`src/design/egh_pkg.sv`:
```
package egh_pkg;

   localparam int TABLE_PRIMES = 32;
   localparam int RES_W        = 8;
   localparam int OFFSET_W     = 11;
   localparam int POS_W        = 9;
   localparam int SLOT_W       = 4;
   localparam int COUNT_W      = 5;
   localparam int IDX_LIMIT    = 16;

   typedef logic [RES_W-1:0]    residue_type;
   typedef logic [OFFSET_W-1:0] offset_type;

   localparam residue_type PRIME_TABLE [TABLE_PRIMES] = '{
      8'd2,   8'd3,   8'd5,   8'd7,   8'd11,  8'd13,  8'd17,  8'd19,
      8'd23,  8'd29,  8'd31,  8'd37,  8'd41,  8'd43,  8'd47,  8'd53,
      8'd59,  8'd61,  8'd67,  8'd71,  8'd73,  8'd79,  8'd83,  8'd89,
      8'd97,  8'd101, 8'd103, 8'd107, 8'd109, 8'd113, 8'd127, 8'd131
   };

   // start of each prime's column block
   localparam offset_type OFFSET_TABLE [TABLE_PRIMES] = '{
      11'd0,    11'd2,    11'd5,    11'd10,   11'd17,   11'd28,   11'd41,   11'd58,
      11'd77,   11'd100,  11'd129,  11'd160,  11'd197,  11'd238,  11'd281,  11'd328,
      11'd381,  11'd440,  11'd501,  11'd568,  11'd639,  11'd712,  11'd791,  11'd874,
      11'd963,  11'd1060, 11'd1161, 11'd1264, 11'd1371, 11'd1480, 11'd1593, 11'd1720
   };

endpackage

```
`src/design/egh_cell.sv`:
```
module egh_cell #(
   parameter int MAX_PRIMES = 16,
   parameter int IDX_W      = 16
) (
   input  logic                                      clock,
   input  logic                                      reset,
   input  logic                                      advance,
   input  logic                                      in_valid,
   input  logic [IDX_W-1:0]                          in_index,
   input  egh_pkg::residue_type [MAX_PRIMES-1:0]     in_residue,
   output logic                                      out_valid,
   output logic [IDX_W-1:0]                          out_index,
   output egh_pkg::residue_type [MAX_PRIMES-1:0]     out_residue
);

   logic                                  valid_ff;
   logic [IDX_W-1:0]                      index_ff;
   logic [IDX_W-1:0]                      index_in;
   egh_pkg::residue_type [MAX_PRIMES-1:0] residue_ff;
   egh_pkg::residue_type [MAX_PRIMES-1:0] residue_in;
   logic [egh_pkg::RES_W:0]               trial [MAX_PRIMES];

   // one index bit a cell, msb first: r = (2r + b) mod p
   always_comb begin
      index_in = in_index << 1;
      for (int p = 0; p < MAX_PRIMES; p++) begin
         trial[p] = {in_residue[p], in_index[IDX_W-1]};
         if (trial[p] >= {1'b0, egh_pkg::PRIME_TABLE[p]}) begin
            residue_in[p] = egh_pkg::RES_W'(trial[p] - {1'b0, egh_pkg::PRIME_TABLE[p]});
         end else begin
            residue_in[p] = egh_pkg::RES_W'(trial[p]);
         end
      end
   end

   always_ff @(posedge clock) begin
      if (reset) begin
         valid_ff <= 1'b0;
      end else if (advance) begin
         valid_ff <= in_valid;
      end
   end

   always_ff @(posedge clock) begin
      if (advance) begin
         index_ff   <= index_in;
         residue_ff <= residue_in;
      end
   end

   assign out_valid   = valid_ff;
   assign out_index   = index_ff;
   assign out_residue = residue_ff;

endmodule

```
`src/design/egh_emit.sv`:
```
module egh_emit #(
   parameter int MAX_PRIMES = 16
) (
   input  logic                                  clock,
   input  logic                                  reset,
   input  logic [egh_pkg::COUNT_W-1:0]           prime_count,
   input  logic                                  tail_valid,
   input  egh_pkg::residue_type [MAX_PRIMES-1:0] tail_residue,
   output logic                                  tail_take,
   output logic                                  rsp_valid,
   input  logic                                  rsp_stall,
   output logic [egh_pkg::POS_W-1:0]             rsp_bit_position,
   output logic [egh_pkg::SLOT_W-1:0]            rsp_prime_slot,
   output logic                                  rsp_last_position
);

   localparam int K_W = egh_pkg::COUNT_W + 1;

   logic                                  row_valid_ff, row_valid_in;
   logic [egh_pkg::COUNT_W-1:0]           slot_ff, slot_in;
   egh_pkg::residue_type [MAX_PRIMES-1:0] residue_ff, residue_in;
   logic                                  rsp_valid_ff, rsp_valid_in;
   logic [egh_pkg::POS_W-1:0]             position_ff, position_in;
   logic [egh_pkg::SLOT_W-1:0]            slot_out_ff;
   logic                                  last_ff;

   logic [K_W-1:0] count_ext;
   logic [K_W-1:0] row_len;
   logic           issue;
   logic           is_last;
   logic           row_free;

   always_comb begin
      count_ext = {1'b0, prime_count};
      row_len   = (count_ext > K_W'(MAX_PRIMES)) ? K_W'(MAX_PRIMES) : count_ext;
      issue     = row_valid_ff && (!rsp_valid_ff || !rsp_stall);
      is_last   = (K_W'(slot_ff) + K_W'(1)) == row_len;
      row_free  = !row_valid_ff || (issue && is_last);
      // an empty row is dropped as soon as it reaches the end of the chain
      tail_take = tail_valid && ((row_len == '0) || row_free);
      position_in = egh_pkg::POS_W'({1'b0, egh_pkg::OFFSET_TABLE[slot_ff]}
                                    + egh_pkg::OFFSET_W'(residue_ff[0]));
   end

   always_comb begin
      row_valid_in = row_valid_ff;
      slot_in      = slot_ff;
      residue_in   = residue_ff;
      if (issue) begin
         slot_in = slot_ff + 1'b1;
         for (int i = 0; i < MAX_PRIMES - 1; i++) begin
            residue_in[i] = residue_ff[i+1];
         end
         if (is_last) begin
            row_valid_in = 1'b0;
         end
      end
      if (tail_take) begin
         row_valid_in = (row_len != '0);
         slot_in      = '0;
         residue_in   = tail_residue;
      end
      if (issue) begin
         rsp_valid_in = 1'b1;
      end else if (!rsp_stall) begin
         rsp_valid_in = 1'b0;
      end else begin
         rsp_valid_in = rsp_valid_ff;
      end
   end

   always_ff @(posedge clock) begin
      if (reset) begin
         row_valid_ff <= 1'b0;
         slot_ff      <= '0;
         rsp_valid_ff <= 1'b0;
      end else begin
         row_valid_ff <= row_valid_in;
         slot_ff      <= slot_in;
         rsp_valid_ff <= rsp_valid_in;
      end
   end

   always_ff @(posedge clock) begin
      residue_ff <= residue_in;
      if (issue) begin
         position_ff <= position_in;
         slot_out_ff <= egh_pkg::SLOT_W'(slot_ff);
         last_ff     <= is_last;
      end
   end

   assign rsp_valid         = rsp_valid_ff;
   assign rsp_bit_position  = position_ff;
   assign rsp_prime_slot    = slot_out_ff;
   assign rsp_last_position = last_ff;

endmodule

```
`src/design/egh_filter_bit_positions.sv`:
```
// EGH filter row generator
// req channel: one element index per transfer (req_valid / req_stall).
// rsp channel: the sparse filter row of that element, one set bit position per
//   transfer, in prime order; rsp_last_position marks the final one.
// csr channel: writes prime_count, the number k of leading primes used (values
//   above MAX_PRIMES act as MAX_PRIMES, zero gives an empty row). csr_ready is
//   always high; write only while no element is in flight.
// cell row: the index walks a row of min(INDEX_BITS, 16) cells, one index bit
//   each, reducing it modulo every prime; a row's first position then passes the
//   emit stage's row register and its output register before it transfers.
// output: the output stage gives one position a cycle while rsp_stall is low;
//   a new index enters the cell row while earlier rows drain.
// reset: clears the cell row, the output stage and sets prime_count to 16.
// rsp_stall holds the output register and the row being emitted; while the element
//   at the end of the cell row cannot hand over, the whole row holds and req_stall
//   is high.
module egh_filter_bit_positions #(
   parameter int MAX_PRIMES = 16,
   parameter int INDEX_BITS = 16
) (
   input  logic                               clock,
   input  logic                               reset,
   input  logic                               req_valid,
   output logic                               req_stall,
   input  logic [INDEX_BITS-1:0]              req_element_index,
   output logic                               rsp_valid,
   input  logic                               rsp_stall,
   output logic [egh_pkg::POS_W-1:0]          rsp_bit_position,
   output logic [egh_pkg::SLOT_W-1:0]         rsp_prime_slot,
   output logic                               rsp_last_position,
   input  logic                               csr_valid,
   output logic                               csr_ready,
   input  logic [egh_pkg::COUNT_W-1:0]        csr_prime_count
);

   localparam int USE_BITS =
      (INDEX_BITS < egh_pkg::IDX_LIMIT) ? INDEX_BITS : egh_pkg::IDX_LIMIT;

   logic [egh_pkg::COUNT_W-1:0]           prime_count_ff;
   logic                                  advance;
   logic                                  tail_take;
   logic                                  chain_valid [USE_BITS+1];
   logic [USE_BITS-1:0]                   chain_index [USE_BITS];
   egh_pkg::residue_type [MAX_PRIMES-1:0] chain_residue [USE_BITS+1];

   always_ff @(posedge clock) begin
      if (reset) begin
         prime_count_ff <= egh_pkg::COUNT_W'(16);
      end else if (csr_valid) begin
         prime_count_ff <= csr_prime_count;
      end
   end

   assign csr_ready = 1'b1;

   // whole row moves together; it holds only when the tail cannot hand over
   assign advance   = !chain_valid[USE_BITS] || tail_take;
   assign req_stall = !advance;

   assign chain_valid[0]   = req_valid;
   assign chain_index[0]   = req_element_index[USE_BITS-1:0];
   assign chain_residue[0] = '0;

   for (genvar i = 0; i < USE_BITS; i++) begin : g_cell
      if (i == USE_BITS - 1) begin : g_tail
         egh_cell #(
            .MAX_PRIMES (MAX_PRIMES),
            .IDX_W      (USE_BITS)
         ) u_cell (
            .clock       (clock),
            .reset       (reset),
            .advance     (advance),
            .in_valid    (chain_valid[i]),
            .in_index    (chain_index[i]),
            .in_residue  (chain_residue[i]),
            .out_valid   (chain_valid[i+1]),
            .out_index   (),
            .out_residue (chain_residue[i+1])
         );
      end else begin : g_body
         egh_cell #(
            .MAX_PRIMES (MAX_PRIMES),
            .IDX_W      (USE_BITS)
         ) u_cell (
            .clock       (clock),
            .reset       (reset),
            .advance     (advance),
            .in_valid    (chain_valid[i]),
            .in_index    (chain_index[i]),
            .in_residue  (chain_residue[i]),
            .out_valid   (chain_valid[i+1]),
            .out_index   (chain_index[i+1]),
            .out_residue (chain_residue[i+1])
         );
      end
   end

   egh_emit #(
      .MAX_PRIMES (MAX_PRIMES)
   ) u_emit (
      .clock             (clock),
      .reset             (reset),
      .prime_count       (prime_count_ff),
      .tail_valid        (chain_valid[USE_BITS]),
      .tail_residue      (chain_residue[USE_BITS]),
      .tail_take         (tail_take),
      .rsp_valid         (rsp_valid),
      .rsp_stall         (rsp_stall),
      .rsp_bit_position  (rsp_bit_position),
      .rsp_prime_slot    (rsp_prime_slot),
      .rsp_last_position (rsp_last_position)
   );

endmodule

```
`config.mk`:
```
export PLATFORM = sky130hd
export DESIGN_NAME = egh_filter_bit_positions
export DESIGN_NICKNAME = d
export VERILOG_FILES = /design/src/design/egh_pkg.sv /design/src/design/egh_cell.sv /design/src/design/egh_emit.sv /design/src/design/egh_filter_bit_positions.sv
export SDC_FILE = /design/constraint.sdc
export NUM_CORES = 2
export LEC_CHECK = 0
export BUFFER_PORTS_ARGS = -buffer_cell sky130_fd_sc_hd__buf_2
export CORE_UTILIZATION = 55
export DETAILED_ROUTE_END_ITERATION = 10
export GPL_TIMING_DRIVEN = 0
export PLACE_DENSITY = 0.8
export SYNTH_ARGS = -nofsm -noshare
export SYNTH_HDL_FRONTEND = slang
export SYNTH_SLANG_ARGS = --single-unit
```
`constraint.sdc`:
```
create_clock -name clock -period 45.8 [get_ports clock]
set_input_delay 2.29 -clock clock [delete_from_list [all_inputs] [get_ports clock]]
set_output_delay 2.29 -clock clock [all_outputs]
set_load 0.02 [all_outputs]
```
==> results.yml <==
status:
  run_status: "complete, no violations"
synthesis:
  synth_top_family_by_area: "simple AND/OR/NAND/NOR gates"
  synth_async_sr_flop_share_pct: 0
  yosysWarnings: 0
  syn_inst: 7332
  synth_compound_area_share_pct: 6.97
  synthXorXnorAreaFrac_pct: 8.73
  ys_seq_elements: 1873
  ys_seq_area_share_pct: 60.9
  ys.flop_type: "edfxtp_1"
  netlist_area_mm2: 0.0919
  synth_cell_types: 75
  synth_fa_ha_area_share_pct: 4.11
  avgSynthCellArea_um2: 12.5
  synth_simple_gate_area_share_pct: 12.7
  synth-edff-count: 1845
  synth_mux_area_share_pct: 4.90
place:
  post_dp_cell_area_mm2: 0.0952
  dp_hpwl_um: 114000
  io_buffer_count: 39
  gp_congestion: 0.874
cells_and_area:
  n_fill_cell: 12000
  drive_gt1_share_pct: 8.05
  design_area_mm2: 0.101
  n_antenna_cell: 0
  nets: 7899
  post-route-util_pct: 61.3
  syn2layout_area_growth_pct: 10.3
timing:
  hold_viol_final: 0
  max_freq_ghz: 0.138
  rsz0062_at_grt: "no"
  setup-violations-final: 0
  slew_headroom_pct: 8.01
  drv_slew: 0
  period_minus_slack_ns: 7.27
  fin_crit_sh_pct: 15.9
  worst_pin_slew_ns: 1.38
  fin_skew_ns: 0.0238
cts:
  cts_max_path_buffers: 3
  clk_root_buffer_cell: "clkbuf_16"
  post_cts_buffers: 0
  cts_resized: 0
  cts_tree: "built"
  cts_hold_buf: 0
  cts_buffers: 183
  clkTransAtPathRegs_ns: 0.06
  htree_levels: 4
  cts_sinks: 1873
  clock_latency_ns: 0.81
worst_setup_path:
  critical_path_required_ns: 46.23
  cp_top_family: "buffers and inverters"
  worstReg2RegEnd: "g_cell[2].g_body.u_cell.out_residue[5]"
  rr_worst_depth: 17
  cp_num_buf_inv: 11
  path_cells: "buf_2, nand2_1, nand3_1, nor4_4, nor3b_1, buf_2, buf_2, inv_8, buf_16, buf_16, buf_16, buf_16, buf_16, buf_16, buf_16"
  crit_path_end_kind: "register"
  critPathKind: "in -> reg"
  crit_end: "g_cell[2].g_body.u_cell.out_residue[5]"
  slowest_stage: "buf_16"
  worstPathMaxFanout: 152
  regToRegStartpoint: "u_emit.slot_ff[1]"
  worst-path-stages: 15
  cp.arrival_ns: 7.70
  r2r_slack_ns: 38.67
  crit_path_start_kind: "input pin"
  startpoint: "rsp_stall"
  slowest_delay_ns: 0.51
  cpMostUsedCell: "buf_16"
drt:
  vias: 55100
  finalWirelength_um: 162000
  drt-pass1-iter-count: 6
  drcViolationCount: 0
  antenna_left: 0
  wire_per_inst_um: 16.3
  initialDrtViolationCount: 4248
  via_per_inst: 5.56
die:
  fp.dieW_um: 411
  die_h_um: 411
  num_rows: 149
  initial_core_util_pct: 55.6
  fp.dieArea_mm2: 0.169
  core_area_mm2: 0.165
  ios: 43
power_and_ir_drop:
  switching_share_pct: 30.5
  p_seq_share_pct: 51.2
  pwr-share-comb_pct: 24.3
  p_switching_mw: 1.90
  p_clk_share_pct: 24.5
  power_leakage_nw: 38.9
  powerDensity_mw_per_mm2: 61.3
  ir_worst_vdd_mv: 0.0483
  internal_power_mw: 4.31
global_route:
  overflow: 0
  grt_max_degree: 158
  grt_pass1_wl_um: 265000
  grt_use_total_pct: 18.9
  grt_pass1_vias: 54300
  antenna_found_initial: 0
hold_path:
  hold_class: "reg -> reg"
  holdPathStages: 0
flow_run:
  maxCapViolCount: 0
## cell usage after synthesis (10+ instances only)
master | instances | area share [%]
mux2i_1 | 118 | 1.3
a41oi_1 | 10 | 0.095
nor3_1 | 331 | 1.8
a21boi_0 | 33 | 0.27
o211ai_1 | 12 | 0.098
and4b_1 | 16 | 0.17
o31a_1 | 12 | 0.11
o21bai_1 | 20 | 0.16
nand2b_1 | 107 | 0.73
a31o_2 | 17 | 0.16
a21o_1 | 161 | 1.3
nand3_1 | 116 | 0.63
nand4_1 | 35 | 0.24
o31ai_1 | 11 | 0.090
a31oi_1 | 59 | 0.40
clkbuf_1 | 88 | 0.36
nor4_1 | 116 | 0.79
nand2_1 | 651 | 2.7
and3b_1 | 15 | 0.14
buf_1 | 10 | 0.041
xnor2_1 | 543 | 5.2
o21a_1 | 26 | 0.21
or3_1 | 73 | 0.50
o22ai_1 | 10 | 0.068
a211oi_1 | 34 | 0.28
and3_1 | 57 | 0.39
nor2_1 | 616 | 2.5
a21oi_1 | 270 | 1.5
dfxtp_1 | 28 | 0.61
nor3b_1 | 51 | 0.42
mux2_2 | 215 | 2.6
edfxtp_1 | 1845 | 60
mux2_1 | 78 | 0.96
nand4b_1 | 16 | 0.15
o21ai_0 | 310 | 1.7
or2_2 | 29 | 0.20
nor4b_1 | 10 | 0.095
or4_1 | 41 | 0.34
xor2_1 | 373 | 3.6
buf_2 | 10 | 0.054
and2_1 | 25 | 0.17
nand3b_1 | 26 | 0.21
inv_1 | 255 | 1.0
ha_1 | 300 | 4.1
nor2b_1 | 55 | 0.37
## routing by layer
metal	track usage, %	share of wire (%)
met1	22.4	42
met5	0	0
met2	34.2	51
met3	2.66	3.4
met4	7.87	3.7
## power groups by stage
stage | logic, mW | registers (mW) | clock network, mW
CTS | 1.51 | 3.17 | 1.55
global route | 1.69 | 3.25 | 1.61
floorplan | 1.22 | 3.05 | 0
global placement | 1.41 | 3.15 | 0
detailed placement | 1.48 | 3.20 | 0
finish | 1.51 | 3.18 | 1.52
## worst min-delay path by stage
stage,slack (ns),startpoint,endpoint
global route,0.42,g_cell[3].g_body.u_cell.out_index[7],g_cell[4].g_body.u_cell.out_index[8]
floorplan,0.40,g_cell[9].g_body.u_cell.out_index[10],g_cell[10].g_body.u_cell.out_index[11]
global placement,0.40,g_cell[6].g_body.u_cell.out_index[8],g_cell[7].g_body.u_cell.out_index[9]
detailed placement,0.40,g_cell[9].g_body.u_cell.out_index[12],g_cell[10].g_body.u_cell.out_index[13]
finish,0.41,g_cell[3].g_body.u_cell.out_index[10],g_cell[4].g_body.u_cell.out_index[11]
CTS,0.40,g_cell[3].g_body.u_cell.out_index[10],g_cell[4].g_body.u_cell.out_index[11]
## cell families (layout without fill, tap and decap cells)
logic type	Yosys count	in the layout
flops	1873	1873
compound gates	1041	1041
fa+ha+maj	301	301
simple gates	2403	2403
mux	412	412
other cells	2	4
buf+inv	384	772
xor+xnor	916	916
## through the flow
step           TNS [ns]  hold slack, ns  power [mW]  setup WS [ns]  std cells
6_report              0           0.409        6.21          38.53       9911
3_5_place_dp          0           0.405        4.68          37.50       9576
4_1_cts               0           0.402        6.23          38.35       9911
3_3_place_gp   -1724.49           0.400        4.56          -1.50       9562
5_1_grt               0           0.423        6.55          37.98       9911
2_1_floorplan         0           0.400        4.26           8.02       7334
## sequential cells by signal (all words and copies together) (netlist names)
signal / count
u_emit.rsp_prime_slot: 4
g_cell.g_body.u_cell.out_valid: 15
u_emit.slot_ff: 5
u_emit.residue_ff: 128
u_emit.row_valid_ff: 1
g_cell.g_body.u_cell.out_residue: 1455
prime_count_ff: 5
g_cell.g_body.u_cell.out_index: 120
g_cell.g_tail.u_cell.out_valid: 1
g_cell.g_tail.u_cell.out_residue: 128
u_emit.rsp_bit_position: 9
u_emit.rsp_last_position: 1
u_emit.rsp_valid: 1
## placed cells by master, fill, tap and decap left out, types with 215 or more instances in the layout
cell	instances
xnor2_1	543
nor3_1	331
inv_1	254
a21oi_1	270
nor2_1	616
xor2_1	373
ha_1	300
nand2_1	651
edfxtp_1	1845
o21ai_0	310
mux2_2	215
## layout make-up
| type | count | area [µm²] | share of cell area [%] |
|---|---|---|---|
| clock buffer | 216 | 4700 | 4.64 |
| buffer | 119 | 534 | 0.527 |
| sequential | 1873 | 56000 | 55.2 |
| multi-input combinational | 5077 | 34400 | 33.9 |
| clock inverter | 119 | 1410 | 1.39 |
| inverter | 265 | 1000 | 0.989 |
| tap | 2189 | 2740 | 2.70 |
| timing repair buffer | 53 | 581 | 0.573 |
Power figures use the tool's default switching activity.
